==> src/design/vrrp_pkg.sv <==
// types, codes and timer helpers for the vrrp router block
`default_nettype none
package vrrp_pkg;

	localparam int unsigned TickW     = 8;   // 256 ticks per second
	localparam int unsigned AdvTimerW = 16;
	localparam int unsigned DownTimerW = 18;

	localparam logic [7:0] PrioOwner = 8'd255;
	localparam logic [7:0] PrioLeave = 8'd0;

	typedef enum logic [1:0] {
		MODE_INIT   = 2'd0,
		MODE_BACKUP = 2'd1,
		MODE_MASTER = 2'd2
	} mode_t;

	typedef enum logic [1:0] {
		CMD_TICK  = 2'd0,
		CMD_START = 2'd1,
		CMD_STOP  = 2'd2,
		CMD_ADV   = 2'd3
	} cmd_t;

	typedef enum logic [2:0] {
		ERR_OK        = 3'd0,
		ERR_NOT_RUN   = 3'd1,
		ERR_OWNER_ADV = 3'd2,
		ERR_BAD_AUTH  = 3'd3,
		ERR_BAD_ADDR  = 3'd4,
		ERR_BAD_INTV  = 3'd5
	} err_t;

	localparam logic [2:0] REG_LOCAL_PRIORITY = 3'd0;
	localparam logic [2:0] REG_ADVER_INTERVAL = 3'd1;
	localparam logic [2:0] REG_PREEMPT_ENABLE = 3'd2;
	localparam logic [2:0] REG_ADDRESS_OWNER  = 3'd3;
	localparam logic [2:0] REG_LOCAL_ADDRESS  = 3'd4;

	typedef struct packed {
		cmd_t        command;
		logic [31:0] adv_source;
		logic [7:0]  adv_priority;
		logic [7:0]  adv_interval;
		logic [7:0]  adv_auth_type;
		logic        adv_ips_match;
	} vrrp_in_t;

	typedef struct packed {
		mode_t       router_state;
		logic        send_advert;
		logic [7:0]  advert_priority;
		logic        send_garp;
		logic        add_vmac;
		logic        remove_vmac;
		err_t        error_code;
		logic [31:0] master_address;
	} vrrp_out_t;

	typedef struct packed {
		logic [7:0]  local_priority;
		logic [7:0]  adver_interval;
		logic        preempt_enable;
		logic        address_owner;
		logic [31:0] local_address;
	} vrrp_cfg_t;

	typedef struct packed {
		mode_t                  mode;
		logic [AdvTimerW-1:0]   advert_timer;
		logic [DownTimerW-1:0]  master_down_timer;
		logic [31:0]            last_advertiser;
	} vrrp_state_t;

	function automatic logic [7:0] eff_priority(input vrrp_cfg_t cfg);
		return cfg.address_owner ? PrioOwner : cfg.local_priority;
	endfunction

	function automatic logic [7:0] interval_secs(input vrrp_cfg_t cfg);
		return (cfg.adver_interval == 8'd0) ? 8'd1 : cfg.adver_interval;
	endfunction

	// interval times 256
	function automatic logic [AdvTimerW-1:0] adv_ticks(input vrrp_cfg_t cfg);
		return {interval_secs(cfg), {TickW{1'b0}}};
	endfunction

	function automatic logic [TickW:0] skew_ticks(input vrrp_cfg_t cfg);
		return 9'd256 - {1'b0, eff_priority(cfg)};
	endfunction

	// 3 * interval * 256 + skew, as two shifted adds
	function automatic logic [DownTimerW-1:0] down_ticks(input vrrp_cfg_t cfg);
		logic [7:0] iv;
		iv = interval_secs(cfg);
		return {1'b0, iv, 9'd0} + {2'b0, iv, 8'd0} + {9'd0, skew_ticks(cfg)};
	endfunction

endpackage
`default_nettype wire

==> src/design/vrrp_router_state_machine.sv <==
// top level of the vrrp virtual router state machine
//
// VRRP version 2 virtual router: modes initialize, backup and master, driven
// by event beats (tick of 1/256 s, start, stop, received advertisement).
// Every accepted event beat yields exactly one result beat carrying the mode
// after the event, the advertisement, gratuitous ARP and virtual MAC requests,
// an error code and the current master address. An event beat is taken in
// every cycle when the result side keeps up; an event passes through the event
// input register and then the result register, with the state update and all
// checks done in the single combinational pass between them.
// The result register lets the next event enter while a result waits.
// Configuration registers are written through cfg_we / cfg_index / cfg_wdata
// while no event is in flight; a write that alters skew or master-down timing
// while running restarts the running timer at full length.
`default_nettype none
module vrrp_router_state_machine (
	input  wire logic                clk,
	input  wire logic                arst_n,
	// event channel
	input  wire logic                evt_valid,
	output logic                     evt_ready,
	input  wire vrrp_pkg::vrrp_in_t  evt,
	// result channel
	output logic                     res_valid,
	input  wire logic                res_ready,
	output vrrp_pkg::vrrp_out_t      res,
	// configuration write port
	input  wire logic                cfg_we,
	input  wire logic [2:0]          cfg_index,
	input  wire logic [31:0]         cfg_wdata
);
	import vrrp_pkg::*;

	// configuration and protocol state
	vrrp_cfg_t   cfg_q, cfg_nxt;
	vrrp_state_t state_q, state_nxt, state_cfg;

	// event input register
	vrrp_in_t    evt_s1;
	logic        evt_valid_s1;

	// result register
	vrrp_out_t   res_q, res_nxt;
	logic        res_valid_q;

	logic        advance;
	logic        timing_change;

	// the stage moves on when the result slot is free or being emptied
	assign advance   = !res_valid_q || res_ready;
	assign evt_ready = !evt_valid_s1 || advance;
	assign res_valid = res_valid_q;
	assign res       = res_q;

	vrrp_step u_step (
		.cfg (cfg_q),
		.cur (state_q),
		.evt (evt_s1),
		.nxt (state_nxt),
		.res (res_nxt)
	);

	// register write decode; a priority of 0 or 255 keeps the old value
	always_comb begin
		cfg_nxt = cfg_q;
		case (cfg_index)
			REG_LOCAL_PRIORITY: begin
				if (cfg_wdata[7:0] != PrioLeave && cfg_wdata[7:0] != PrioOwner)
					cfg_nxt.local_priority = cfg_wdata[7:0];
			end
			REG_ADVER_INTERVAL: cfg_nxt.adver_interval = cfg_wdata[7:0];
			REG_PREEMPT_ENABLE: cfg_nxt.preempt_enable = cfg_wdata[0];
			REG_ADDRESS_OWNER:  cfg_nxt.address_owner  = cfg_wdata[0];
			REG_LOCAL_ADDRESS:  cfg_nxt.local_address  = cfg_wdata;
			default:            cfg_nxt = cfg_q;
		endcase
	end

	// timing change restarts the timer of the current mode with new values
	assign timing_change = (skew_ticks(cfg_nxt) != skew_ticks(cfg_q))
		|| (down_ticks(cfg_nxt) != down_ticks(cfg_q));

	always_comb begin
		state_cfg = state_q;
		if (timing_change && state_q.mode != MODE_INIT) begin
			state_cfg.advert_timer      = '0;
			state_cfg.master_down_timer = '0;
			if (state_q.mode == MODE_MASTER)
				state_cfg.advert_timer = adv_ticks(cfg_nxt);
			else if (state_q.mode == MODE_BACKUP)
				state_cfg.master_down_timer = down_ticks(cfg_nxt);
		end
	end

	// input stage
	always_ff @(posedge clk or negedge arst_n) begin
		if (!arst_n) begin
			evt_valid_s1 <= 1'b0;
		end else if (evt_ready) begin
			evt_valid_s1 <= evt_valid;
		end
	end

	always_ff @(posedge clk) begin
		if (evt_valid && evt_ready)
			evt_s1 <= evt;
	end

	// state, configuration and result valid
	always_ff @(posedge clk or negedge arst_n) begin
		if (!arst_n) begin
			cfg_q.local_priority <= 8'd100;
			cfg_q.adver_interval <= 8'd1;
			cfg_q.preempt_enable <= 1'b1;
			cfg_q.address_owner  <= 1'b0;
			cfg_q.local_address  <= '0;
			state_q.mode              <= MODE_INIT;
			state_q.advert_timer      <= '0;
			state_q.master_down_timer <= '0;
			state_q.last_advertiser   <= '0;
			res_valid_q <= 1'b0;
		end else begin
			if (evt_valid_s1 && advance) begin
				state_q     <= state_nxt;
				res_valid_q <= 1'b1;
			end else begin
				if (res_ready)
					res_valid_q <= 1'b0;
				// writes must arrive only while no event is in flight; the block does not enforce it
				if (cfg_we) begin
					cfg_q   <= cfg_nxt;
					state_q <= state_cfg;
				end
			end
		end
	end

	// result payload
	always_ff @(posedge clk) begin
		if (evt_valid_s1 && advance)
			res_q <= res_nxt;
	end

endmodule
`default_nettype wire

==> src/design/vrrp_step.sv <==
// next state and result of one event, purely combinational
`default_nettype none
module vrrp_step (
	input  wire vrrp_pkg::vrrp_cfg_t   cfg,
	input  wire vrrp_pkg::vrrp_state_t cur,
	input  wire vrrp_pkg::vrrp_in_t    evt,
	output vrrp_pkg::vrrp_state_t      nxt,
	output vrrp_pkg::vrrp_out_t        res
);
	import vrrp_pkg::*;

	logic [7:0]            me;
	logic [AdvTimerW-1:0]  adv_full;
	logic [DownTimerW-1:0] down_full;
	logic                  is_owner;
	logic                  adv_expire, down_expire;
	logic                  start_master, stop_master;
	logic                  rx_ok, rx_leave, master_leave_rx, preempted;
	err_t                  rx_err;

	assign me        = eff_priority(cfg);
	assign adv_full  = adv_ticks(cfg);
	assign down_full = down_ticks(cfg);
	assign is_owner  = (me == PrioOwner);
	assign rx_leave  = (evt.adv_priority == PrioLeave);

	assign adv_expire  = (evt.command == CMD_TICK) && (cur.mode == MODE_MASTER)
		&& (cur.advert_timer == AdvTimerW'(1));
	assign down_expire = (evt.command == CMD_TICK) && (cur.mode == MODE_BACKUP)
		&& (cur.master_down_timer == DownTimerW'(1));
	assign start_master = (evt.command == CMD_START) && (cur.mode == MODE_INIT) && is_owner;
	assign stop_master  = (evt.command == CMD_STOP) && (cur.mode == MODE_MASTER);

	// advertisement checks in code order
	always_comb begin
		if (cur.mode == MODE_INIT)
			rx_err = ERR_NOT_RUN;
		else if (is_owner)
			rx_err = ERR_OWNER_ADV;
		else if (evt.adv_auth_type != 8'd0)
			rx_err = ERR_BAD_AUTH;
		else if (!evt.adv_ips_match && evt.adv_priority != PrioOwner)
			rx_err = ERR_BAD_ADDR;
		else if (evt.adv_interval != cfg.adver_interval)
			rx_err = ERR_BAD_INTV;
		else
			rx_err = ERR_OK;
	end

	assign rx_ok           = (evt.command == CMD_ADV) && (rx_err == ERR_OK);
	assign master_leave_rx = rx_ok && (cur.mode == MODE_MASTER) && rx_leave;
	assign preempted       = rx_ok && (cur.mode == MODE_MASTER) && !rx_leave
		&& ((evt.adv_priority > me)
		|| (evt.adv_priority == me && evt.adv_source > cfg.local_address));

	// next state
	always_comb begin
		nxt = cur;
		case (evt.command)
			CMD_TICK: begin
				if (cur.mode == MODE_MASTER && cur.advert_timer != '0) begin
					nxt.advert_timer = cur.advert_timer - AdvTimerW'(1);
					if (adv_expire) begin
						nxt.advert_timer      = adv_full;
						nxt.master_down_timer = '0;
					end
				end else if (cur.mode == MODE_BACKUP && cur.master_down_timer != '0) begin
					nxt.master_down_timer = cur.master_down_timer - DownTimerW'(1);
					if (down_expire) begin
						nxt.mode              = MODE_MASTER;
						nxt.advert_timer      = adv_full;
						nxt.master_down_timer = '0;
					end
				end
			end
			CMD_START: begin
				if (cur.mode == MODE_INIT) begin
					if (is_owner) begin
						nxt.mode              = MODE_MASTER;
						nxt.advert_timer      = adv_full;
						nxt.master_down_timer = '0;
					end else begin
						nxt.mode              = MODE_BACKUP;
						nxt.advert_timer      = '0;
						nxt.master_down_timer = down_full;
					end
				end
			end
			CMD_STOP: begin
				if (cur.mode != MODE_INIT) begin
					nxt.mode              = MODE_INIT;
					nxt.advert_timer      = '0;
					nxt.master_down_timer = '0;
				end
			end
			CMD_ADV: begin
				if (rx_ok && cur.mode == MODE_BACKUP) begin
					nxt.last_advertiser = evt.adv_source;
					if (rx_leave) begin
						nxt.advert_timer      = '0;
						nxt.master_down_timer = DownTimerW'(skew_ticks(cfg));
					end else if (!cfg.preempt_enable || evt.adv_priority >= me) begin
						nxt.advert_timer      = '0;
						nxt.master_down_timer = down_full;
					end
				end else if (master_leave_rx) begin
					nxt.advert_timer      = adv_full;
					nxt.master_down_timer = '0;
				end else if (preempted) begin
					nxt.mode              = MODE_BACKUP;
					nxt.advert_timer      = '0;
					nxt.master_down_timer = down_full;
				end
			end
			default: nxt = cur;
		endcase
	end

	// result fields
	always_comb begin
		res.router_state = nxt.mode;
		res.send_advert  = adv_expire || down_expire || start_master || stop_master
			|| master_leave_rx;
		res.advert_priority = (res.send_advert && !stop_master) ? me : PrioLeave;
		res.send_garp    = down_expire || start_master;
		res.add_vmac     = down_expire || start_master;
		res.remove_vmac  = stop_master || preempted;
		res.error_code   = (evt.command == CMD_ADV) ? rx_err : ERR_OK;
		res.master_address = (nxt.mode == MODE_MASTER) ? cfg.local_address
			: nxt.last_advertiser;
	end

endmodule
`default_nettype wire

==> config.mk <==
export PLATFORM = sky130hd
export DESIGN_NAME = vrrp_router_state_machine
export DESIGN_NICKNAME = d
export VERILOG_FILES = /design/src/design/vrrp_pkg.sv /design/src/design/vrrp_router_state_machine.sv /design/src/design/vrrp_step.sv
export SDC_FILE = /design/constraint.sdc
export NUM_CORES = 1
export LEC_CHECK = 0
export BUFFER_PORTS_ARGS = -buffer_cell sky130_fd_sc_hd__buf_2
export CAP_MARGIN = 0
export CORE_ASPECT_RATIO = 0.7
export CORE_MARGIN = 10
export CORE_UTILIZATION = 35
export CTS_CLUSTER_SIZE = 14
export DETAILED_ROUTE_END_ITERATION = 10
export GPL_ROUTABILITY_DRIVEN = 0
export HOLD_SLACK_MARGIN = 0.06
export PLACE_DENSITY = 0.53
export SLEW_MARGIN = 20
export SYNTH_ARGS = -nofsm -noshare
export SYNTH_HDL_FRONTEND = slang
export SYNTH_HIERARCHICAL = 1
export SYNTH_SLANG_ARGS = --single-unit
==> constraint.sdc <==
create_clock -name clk -period 6.2 [get_ports clk]
set_input_delay 0 -clock clk [delete_from_list [all_inputs] [get_ports clk]]
set_output_delay 0 -clock clk [all_outputs]
set_load 0.1 [all_outputs]
==> results of run 1 <==
==> through the flow <==
step | utilization, % | setup slack [ns]
2_1_floorplan | - | 1.25
3_3_place_gp | 38.2 | 0.642
3_5_place_dp | 38.2 | 0.519
4_1_cts | 42.5 | 0.521
5_1_grt | 42.5 | 0.0372
6_report | 42.5 | 0.418
==> cell type report <==
type	instances	share of cell area, %
multi-input cells	1347	46.6
flip-flops and latches	228	32.5
repair buffers	282	10.4
well taps	603	3.92
clock buffers	31	3.75
inverters	87	1.71
clock inverters	17	1.08
==> critical path: stages <==
cell	delay [ns]
dlygate4sd3_1	0.54
buf_2	0.15
nor3_1	0.30
o21a_1	0.47
nand2_1	0.25
a21boi_0	0.34
ha_1	0.20
inv_1	0.06
a211oi_1	0.24
o211a_1	0.25
and2_1	0.14
ha_1	0.17
inv_1	0.06
fa_1	0.40
nor2b_1	0.18
o31a_1	0.22
o21ai_0	0.13
a21oi_1	0.28
xnor3_1	0.38
xor2_1	0.15
buf_4	0.23
or4_4	0.79
a31oi_1	0.27
==> Yosys cell counts, types with 20 or more instances <==
cell        n
clkbuf_1   64
o32ai_1    26
ha_1       77
nand2_1   307
nand4_1    24
mux2_4     30
dfrtp_1   115
a31oi_1    29
mux2_2     46
inv_1      86
nor3_1     26
nor2_1    115
nand3_1    36
a221oi_1   23
o21ai_0    77
o211ai_1   20
xnor2_1    31
a21oi_1   121
edfxtp_1  108
or3_1      37
==> placed cells by master (no fill, tap or decap), types with 27 or more instances in the layout <==
cell,count
inv_1,86
a21oi_1,121
or3_1,37
buf_2,148
edfxtp_1,108
dfrtp_1,115
nor2_1,115
nand3_1,35
buf_4,33
dlygate4sd3_1,100
o21ai_0,77
mux2_4,30
a31oi_1,29
mux2_2,46
nand2_1,305
clkbuf_16,27
ha_1,77
xnor2_1,31
==> cell families after synthesis <==
family / count (synthesis) / synth area share [%]
buf+inv: 192 / 5.52
flops: 228 / 38.9
simple gates: 672 / 20.4
compound gates: 452 / 18.8
fa+ha+maj: 80 / 6.24
xor+xnor: 49 / 3.07
mux: 94 / 7.15
==> state kept, by name, summed over array words and instances, names as in the netlist <==
| register | flops |
|---|---|
| cfg_q | 50 |
| evt_s1 | 59 |
| state_cfg | 34 |
| res_valid | 1 |
| state_q | 34 |
| evt_valid_s1 | 1 |
| res | 49 |
==> final timing paths <==
kind                           endpoint    startpoint
setup / recovery            state_q[61]  cfg_index[0]
hold / removal                cfg_q[40]        arst_n
setup reg to reg            state_q[61]     cfg_q[32]
hold reg to reg            state_cfg[4]  state_cfg[4]
max in group asynchronous     cfg_q[45]        arst_n
min in group clk              cfg_q[37]  cfg_index[1]
==> metal layers <==
layer,vias up,track usage (%),share of wire [%]
met4,0,3.35,1.4
met2,721,26.7,40
li1,6900,-,-
met3,59,6.04,11
met5,-,0,0
met1,7234,29.0,48
==> timing repair <==
item                                   4_1_cts  5_1_grt
hold buffers                               100        0
endpoints found under the hold margin      183        0
setup endpoints to repair                    0        0
==> where the power goes <==
group	switching [mW]	total, mW	leakage [nW]	internal (mW)
combinational	2.31	3.61	5.15	1.29
clock	0.667	1.67	0.443	0.999
sequential	0.456	2.33	2.58	1.88
total	3.44	7.61	8.18	4.17
==> impl_results.md, run 1 <==
* Filler Cells Inserted at 4467
* Row count at 65
* CTS clk-pin slew, worst paths at ~0.060 ns
* Mean Syn Cell Area at between 9 and 10 µm²
* Clock root buffer: clkbuf_16
* Layout cells sized above 1 at a little under a fifth
* Power, Total at around 7.6 mW
* CP Class: in2reg
* VDD IR max at 0.000210 V
* Worst slew margin at roughly a third
* Die width at about 280 µm
* CP Capture Type: register
* DRC viols at 0
* MaxCap Viol Count at 0
* Worst R2R Setup Slack at roughly 0.60 ns
* #FFs+latches synth at 228
* CTS buffer count at 26
* Nets at ~2.1k
* Placed cell areas at approximately 0.017 mm²
* Yosys cell types at between 90 and 100
* Largest area contributor in the netlist: edfxtp_1
* Global-route wire length before repair at ~85 mm
* Setup TNS at 0 ns
* Worst-margin pin slew at between 0.9 and 1 ns
* Io pins at 150
* DRT Pass-1 Iters at 5
* Vias at 14.9k
* Final non-filler cell total at about 2.6k
* Die Area at approximately 0.055 mm²
* Fmax at ~0.17 GHz
* Hold Crit Class: in2async
* Die H at roughly 200 µm
* CTS resizes at 0
* CTS Sinks at about 230
* Status: finished, final reports clean
* Cells after Synth at around 1.8k
* CTS tree: yes
* Initial Util at ~36%
* Post-synth ARST share at a little over half
* Placed cell count at between 2k and 2.5k
* Vias per inst at ~5.7
* DR iter-0 viols at ~1.6k
* Top cell type's share of synthesized area at roughly a fifth
* Initial antenna violation count at 0
* GRT Util Overall at 19.4%
* Area of the core at 0.0452 mm²
* Post-Synthesis Net Count at 1944
* Worst hold slack at around 0.063 ns
* Clock Path Buffers at 3
* Post-CTS Setup Inserts at 0
* Dominant cells by area after synthesis: edfxtp_1 20%, dfrtp_1 18%, nand2_1 7.2%
* Largest net degree at the start of global routing at 71
* Clk_lat worst skew at 0.55 ns
* Tcrit/Tclk final at 93.3%
* Leak pwr at between 8 and 9 nW
* Number of synthesized flops with an enable pin at between 100 and 150
* Fin area at 0.0192 mm²
* Worst-path fanout max at 34
* Routed WL per cell at 21.6 µm
* Reg2reg path depth at 20
* Sequential area share after synthesis at roughly two fifths
* I/O Buffers at about 150
* Synth Cell Area at approximately 0.016 mm²
* Routed Antenna Nets at 0
* Total Wirelength at 56.0 mm
* Worst path required time at ~6.7 ns
* Post-DP HPWL at roughly 40 mm
* Clock skew at between 0.015 and 0.02 ns
* Storage cell area at 0.00625 mm²
* Final number of setup-violating endpoints at 0
* Layout area overhead at 19.6%
* # H-tree levels at 1
* Tmin final at ~5.8 ns
* Global route overflow at 0
* Multi-input logic area at 0.00896 mm²
* RSZ-0062 raised after global routing: no
* # diodes at 0
* Critical path launch point type: primary input
* Slew Limit Fails at 0
* Hold Violations, Final at 0
* Main synth FF type: dfrtp_1
* Power Density at ~400 mW/mm²
* Vias in the first global route at roughly 14k
* Synth warn at 6
* Crit path DAT at 6.23 ns
(Power assumes the default switching activity.)
==> inputs of run 2 (changes only) <==
- ABC_AREA: default -> 1
- GPL_TIMING_DRIVEN: default -> 0
- SLEW_MARGIN: 20 -> default
==> run 2 against run 1 <==
Clock power down 8%. Largest power group unchanged. Design area up 2.4%. Clock skew down 0.00070 ns.
==> impl_results.md, run 2 <==
* Placed cell areas at 0.0178 mm² (was 0.0173 mm²)
* Clk_lat worst skew at 0.57 ns (was 0.55 ns)
* Fin area at 0.0197 mm² (was 0.0192 mm²)
* Clock root buffer: clkbuf_16 (unchanged)
* Slew Limit Fails at 0 (unchanged)
* Global-route wire length before repair at 91.2 mm (was 85.1 mm)
* Slowest cell on crit path: o21ai_0 (was or4_4)
* Cell Int Power at 3.81 mW (was 4.17 mW)
* Commonest cells after routing, fill and taps aside: 785 x nand2_1, 241 x inv_1, 184 x nand3_1 (was 305 x nand2_1, 148 x buf_2, 121 x a21oi_1)
* Main synth FF type: dfrtp_1 (unchanged)
* Post-synth ARST share at 52.6% (unchanged)
* Hold Crit Class: in2reg (was in2async)
* Reg power frac at 29.5% (was 30.7%)
* Most common cell after layout, fill and taps aside: nand2_1 (unchanged)
* MaxCap Viol Count at 0 (unchanged)
* Global route overflow at 0 (unchanged)
* Post-DP HPWL at 45.1 mm (was 40.1 mm)
* CTS buffer count at 27 (was 26)
* Leak pwr at 9.78 nW (was 8.18 nW)
* Vias per inst at 5.26 (was 5.75)
* Status: finished, final reports clean (unchanged)
* Nets at 2720 (was 2149)
* #FFs+latches synth at 228 (unchanged)
* Area of the core at 0.0454 mm² (was 0.0452 mm²)
* Worst slew margin at 12.3% (was 33.2%)
* Tmin final at 5.36 ns (was 5.78 ns)
* Synth top cells by count: 785 x nand2_1, 242 x inv_1, 184 x nand3_1 (was 307 x nand2_1, 121 x a21oi_1, 115 x dfrtp_1, 115 x nor2_1, 108 x edfxtp_1)
* I/O Buffers at 149 (unchanged)
* Cells after Synth at 2258 (was 1767)
* Most used cell, CP: nand2_1
* Largest register by flop count: evt_s1 (unchanged)
* Row count at 65 (unchanged)
* Multi-input logic area at 0.00858 mm² (was 0.00896 mm²)
* Layout area overhead at 21.5% (was 19.6%)
* Routed Antenna Nets at 0 (unchanged)
* Routed WL per cell at 18.5 µm (was 21.6 µm)
* Synth Cell Area at 0.0162 mm² (was 0.0161 mm²)
* Vias at 16.7k (was 14.9k)
* DR iter-0 viols at 1713 (was 1608)
* Initial antenna violation count at 2 (was 0)
* DRC viols at 0 (unchanged)
* Net switching power at 3.52 mW (was 3.44 mW)
* Filler Cells Inserted at 4616 (was 4467)
* # H-tree levels at 1 (unchanged)
* Power Density at 373 mW/mm² (was 396 mW/mm²)
* Clock Path Buffers at 3 (unchanged)
* Hold Violations, Final at 0 (unchanged)
* Storage cell area at 0.00625 mm² (unchanged)
* CP Class: in2reg (unchanged)
* CTS resizes at 0 (unchanged)
* Die width at 277 µm (was 276 µm)
* Vias in the first global route at 15.9k (was 14.0k)
* Top cell type's share of synthesized area at 20.0% (was 20.2%)
* Sequential area share after synthesis at 38.6% (was 38.9%)
* CTS tree: yes (unchanged)
* Yosys cell types at 55 (was 94)
* Post-Synthesis Net Count at 2435 (was 1944)
* CTS Sinks at 228 (unchanged)
* Number of flip-flops under the largest register name at 59 (unchanged)
* Number of synthesized flops with an enable pin at 108 (unchanged)
* Die Area at 0.0554 mm² (was 0.0550 mm²)
* Clock skew at 0.0162 ns (was 0.0168 ns)
* Post-CTS Setup Inserts at 0 (unchanged)
* Setup TNS at 0 ns (unchanged)
* RSZ-0062 raised after global routing: no (unchanged)
* Worst-margin pin slew at 1.30 ns (was 0.998 ns)
* CP Capture Type: register (unchanged)
* Dominant cells by area after synthesis: edfxtp_1 20%, nand2_1 18%, dfrtp_1 18% (was edfxtp_1 20%, dfrtp_1 18%, nand2_1 7.2%)
* VDD IR max at 0.000217 V (was 0.000210 V)
* Placed cell count at 3013 (was 2447)
* Initial Util at 35.7% (was 35.5%)
* CTS clk-pin slew, worst paths at 0.06 ns (about the same)
* # diodes at 0 (unchanged)
* Clk pwr share at 20.9% (was 21.9%)
* Largest net degree at the start of global routing at 87 (was 71)
* Synth warn at 6 (unchanged)
* Switch share at 48.0% (was 45.2%)
* Final number of setup-violating endpoints at 0 (unchanged)
* Layout cells sized above 1 at 12.4% (was 18.3%)
* Worst-path fanout max at 10 (was 34)
* Tcrit/Tclk final at 86.4% (was 93.3%)
* Most frequent cell after synthesis: nand2_1 (unchanged)
* Critical path launch point type: primary input (unchanged)
* Gate power share at 49.6% (was 47.4%)
* Largest area contributor in the netlist: edfxtp_1 (unchanged)
* Slowest stage delay, CP at 0.86 ns (was 0.79 ns)
* GRT Util Overall at 20.6% (was 19.4%)
* Die H at 200 µm (was 199 µm)
* Crit path DAT at 5.81 ns (was 6.23 ns)
* Fmax at 0.187 GHz (was 0.173 GHz)
* Mean Syn Cell Area at 7.17 µm² (was 9.10 µm²)
* DRT Pass-1 Iters at 6 (was 5)
* Total Wirelength at 58.5 mm (was 56.0 mm)
* Io pins at 150 (unchanged)
* Worst path required time at 6.65 ns (about the same)
* Final non-filler cell total at 3167 (was 2595)
## run 2: power groups by stage
stage / registers [mW] / logic [mW] / clock network [mW]
after floorplan: 2.34 / 2.27 / 0
after global placement: 2.19 / 3.43 / 0
final: 2.16 / 3.64 / 1.53
after CTS: 2.16 / 3.56 / 1.58
after global routing: 2.20 / 4.04 / 1.65
after detailed placement: 2.18 / 3.48 / 0
## run 2: kinds of logic after synthesis
| kind of cell | after synthesis | share of synthesized area [%] |
|---|---|---|
| and+or+nand+nor | 1248 | 32.4 |
| adders and majority gates | 78 | 6.07 |
| buffers and inverters | 334 | 8.42 |
| AOI/OAI and AO/OA | 310 | 10.9 |
| DFF | 228 | 38.6 |
| muxes | 24 | 1.67 |
| xor gates and xnor gates | 36 | 1.95 |
## run 2: cell type report
class                   count  area share [%]
inverters                 260            4.98
plain buffers              74            1.98
clock inverters            20           0.776
well taps                 603            3.83
repair buffers            256            9.58
flip-flops and latches    228            31.8
multi-input cells        1696            43.6
clock buffers              30            3.49
## run 2: repair_timing
item                       in CTS  in global routing
hold buffers                  104                  0
hold endpoints to repair      226                  0
setup endpoints to repair       0                  0
## run 2: worst max-delay path, delay by kind of cell
family | cells | cell delay (ns)
AOI/OAI and AO/OA | 2 | 1.11
adders and majority gates | 2 | 0.58
buffers and inverters | 9 | 1.76
and+or+nand+nor | 22 | 2.35
## run 2: routing by layer
metal | vias up | part of all wire (%) | GRT usage, %
li1 | 7996 | - | -
met1 | 7823 | 47 | 30.0
met2 | 757 | 40 | 30.3
met3 | 73 | 10 | 5.00
met4 | 4 | 1.8 | 4.22
met5 | - | 0.14 | 1.76
## run 2: per-stage QoR
stage	utilization (%)	hold WS, ns	worst slack (ns)	total power [mW]
floorplan	-	-0.296	2.61	4.61
global placement	39.0	0.177	0.988	5.62
detailed placement	39.2	-0.0658	0.968	5.67
CTS	43.4	0.101	1.01	7.29
global route	43.4	0.136	0.424	7.88
finish	43.4	0.136	0.842	7.33
## run 2: final timing paths
check | startpoint | endpoint | slack [ns] | depth (start not counted)
worst max-delay path | cfg_index[0] | state_q[64] | 0.84 | 35
worst min-delay path | evt[3] | evt_s1[3] | 0.14 | 2
worst max register to register | cfg_q[40] | state_q[64] | 1.19 | 30
worst min register to register | state_cfg[4] | state_cfg[4] | 0.48 | 2
max in group asynchronous | arst_n | cfg_q[47] | 5.20 | 4
min in group asynchronous | arst_n | evt_valid_s1 | 0.49 | 4
==> inputs of run 3 (changes only) <==
- PLACE_DENSITY: 0.53 -> default
- clock period: 6.2 -> 6.93 ns (I/O delays scaled with it)
==> run 3 against run 2 <==
Register-to-register slack better by 0.70 ns. Die area is the same. Sequential power is 10% lower. Global-route usage fell by 0.51 points. Sequential cell count unchanged.
==> impl_results.md, run 3 (synthesized netlist as in run 2, its figures left out) <==
* # H-tree levels at 1 (unchanged)
* CTS resizes at 0 (unchanged)
* Hold Violations, Final at 0 (unchanged)
* Worst R2R Setup Slack at 1.89 ns (was 1.19 ns)
* Die width at 277 µm (unchanged)
* Critical path launch point: cfg_index[0] (unchanged)
* Status: finished, final reports clean (unchanged)
* Number of flip-flops under the largest register name at 59 (unchanged)
* Fin area at 0.0196 mm² (was 0.0197 mm²)
* Initial antenna violation count at 0 (was 2)
* Area of the core at 0.0454 mm² (unchanged)
* Crit path DAT at 5.91 ns (was 5.81 ns)
* Placed cell count at 3012 (was 3013)
* MaxCap Viol Count at 0 (unchanged)
* Largest net degree at the start of global routing at 79 (was 87)
* DRT Pass-1 Iters at 6 (unchanged)
* Clock skew at 0.0204 ns (was 0.0162 ns)
* R2r startpoint: cfg_q[40] (unchanged)
* Vias in the first global route at 15.7k (was 15.9k)
* Layout area overhead at 21.2% (was 21.5%)
* Worst path required time at 7.37 ns (was 6.65 ns)
* Power, Total at 6.51 mW (was 7.33 mW)
* CP Class: in2reg (unchanged)
* Largest register by flop count: evt_s1 (unchanged)
* Fmax at between 0.15 and 0.2 GHz
* Worst slew margin at 14.3% (was 12.3%)
* Final core occ at 43.3% (was 43.4%)
* CTS buffer count at 25 (was 27)
* Vias per inst at 5.28 (was 5.26)
* Die H at 200 µm (unchanged)
* Hold-critical path depth at 2 (unchanged)
* Placed cell areas at 0.0178 mm² (about the same)
* Commonest cells after routing, fill and taps aside: 785 x nand2_1, 241 x inv_1, 184 x nand3_1 (unchanged)
* Setup TNS at 0 ns (unchanged)
* Post-CTS Setup Inserts at 0 (unchanged)
* Final number of setup-violating endpoints at 0 (unchanged)
* I/O Buffers at 149 (unchanged)
* Global-route wire length before repair at 89.1 mm (was 91.2 mm)
* CTS tree: yes (unchanged)
* Reg2reg path depth at 25 (was 30)
* Hold wc startpoint: evt[22] (was evt[3])
* DR iter-0 viols at 1950 (was 1713)
* Hold EP: evt_s1[22] (was evt_s1[3])
* Total Wirelength at 57.6 mm (was 58.5 mm)
* Slowest cell on crit path: o21ai_0 (unchanged)
* Routed WL per cell at 18.2 µm (was 18.5 µm)
* Io pins at 150 (unchanged)
* VDD IR max at 0.000169 V (was 0.000217 V)
* Post-DP HPWL at 43.9 mm (was 45.1 mm)
* Tmin final at around 5.5 ns
* Nets at 2719 (was 2720)
* Final non-filler cell total at 3164 (was 3167)
* Most used cell, CP: nand2_1 (unchanged)
* Clk_lat worst skew at 0.56 ns (was 0.57 ns)
* Most common cell after layout, fill and taps aside: nand2_1 (unchanged)
* DRC viols at 0 (unchanged)
* RSZ-0062 raised after global routing: no (unchanged)
* Slew Limit Fails at 0 (unchanged)
* GRT Util Overall at 20.1% (was 20.6%)
* Leak pwr at 9.75 nW (was 9.78 nW)
* Worst-margin pin slew at 1.27 ns (was 1.30 ns)
* Row count at 65 (unchanged)
* Layout cells sized above 1 at 12.1% (was 12.4%)
* Slowest stage delay, CP at 0.87 ns (was 0.86 ns)
* CP Capture Type: register (unchanged)
* Clock root buffer: clkbuf_16 (unchanged)
* CTS clk-pin slew, worst paths at 0.07 ns (was 0.06 ns)
* Tcrit/Tclk final at a little under 80%
* Power Density at 332 mW/mm² (was 373 mW/mm²)
* Worst-path fanout max at 10 (unchanged)
* Routed Antenna Nets at 0 (unchanged)
* Initial Util at 35.7% (unchanged)
* Vias at 16.7k (about the same)
* CTS Sinks at 228 (unchanged)
* Clock Path Buffers at 3 (unchanged)
* Hold-fix buffers, CTS at 106 (was 104)
* Hold Crit Class: in2reg (unchanged)
* Capturing point of the worst reg2reg path: state_q[64] (unchanged)
* # diodes at 0 (unchanged)
* Die Area at 0.0554 mm² (unchanged)
* Critical path launch point type: primary input (unchanged)
* Global route overflow at 0 (unchanged)
## run 3: worst max path at each step
stage	endpoint	slack, ns	depth (start not counted)
2_1_floorplan	state_q[59]	3.34	32
3_3_place_gp	state_q[64]	1.81	34
3_5_place_dp	state_q[64]	1.70	34
4_1_cts	state_q[64]	1.75	35
5_1_grt	state_q[59]	1.29	33
6_report	state_q[64]	1.46	29
## run 3: per-layer routing
metal	vias to the layer above	track usage (%)	part of all wire, %
li1	7962	-	-
met2	764	29.9	42
met4	0	4.34	2.0
met1	7884	28.7	46
met3	83	5.43	10
met5	-	0	0
## run 3: power breakdown
group | total [mW] | switching (mW) | internal (mW)
logic | 3.24 | 2.25 | 0.995
clock network | 1.32 | 0.573 | 0.750
registers | 1.94 | 0.288 | 1.65
total | 6.51 | 3.11 | 3.40
## run 3: final cells by class
cell class                      count  area (µm²)
Sequential cell                   228        6250
Inverter                          260         980
Timing Repair Buffer              257        1880
Clock inverter                     15         138
Clock buffer                       31         658
Fill cell                        4655       25800
Multi-Input combinational cell   1696        8580
Buffer                             74         390
Tap cell                          603         754
## run 3: metrics by stage
step	hold slack, ns	setup slack [ns]
after floorplan	-0.296	3.34
after global placement	0.177	1.81
after detailed placement	-0.0386	1.70
after CTS	0.124	1.75
after global routing	0.143	1.29
final	0.142	1.46
## run 3: critical path: cells and delay by family
kind                       cells  cell delay, ns
buffers and inverters          9            1.73
xor gates and xnor gates       1            0.40
and+or+nand+nor               14            1.95
adders and majority gates      2            0.58
AOI/OAI and AO/OA              3            1.22
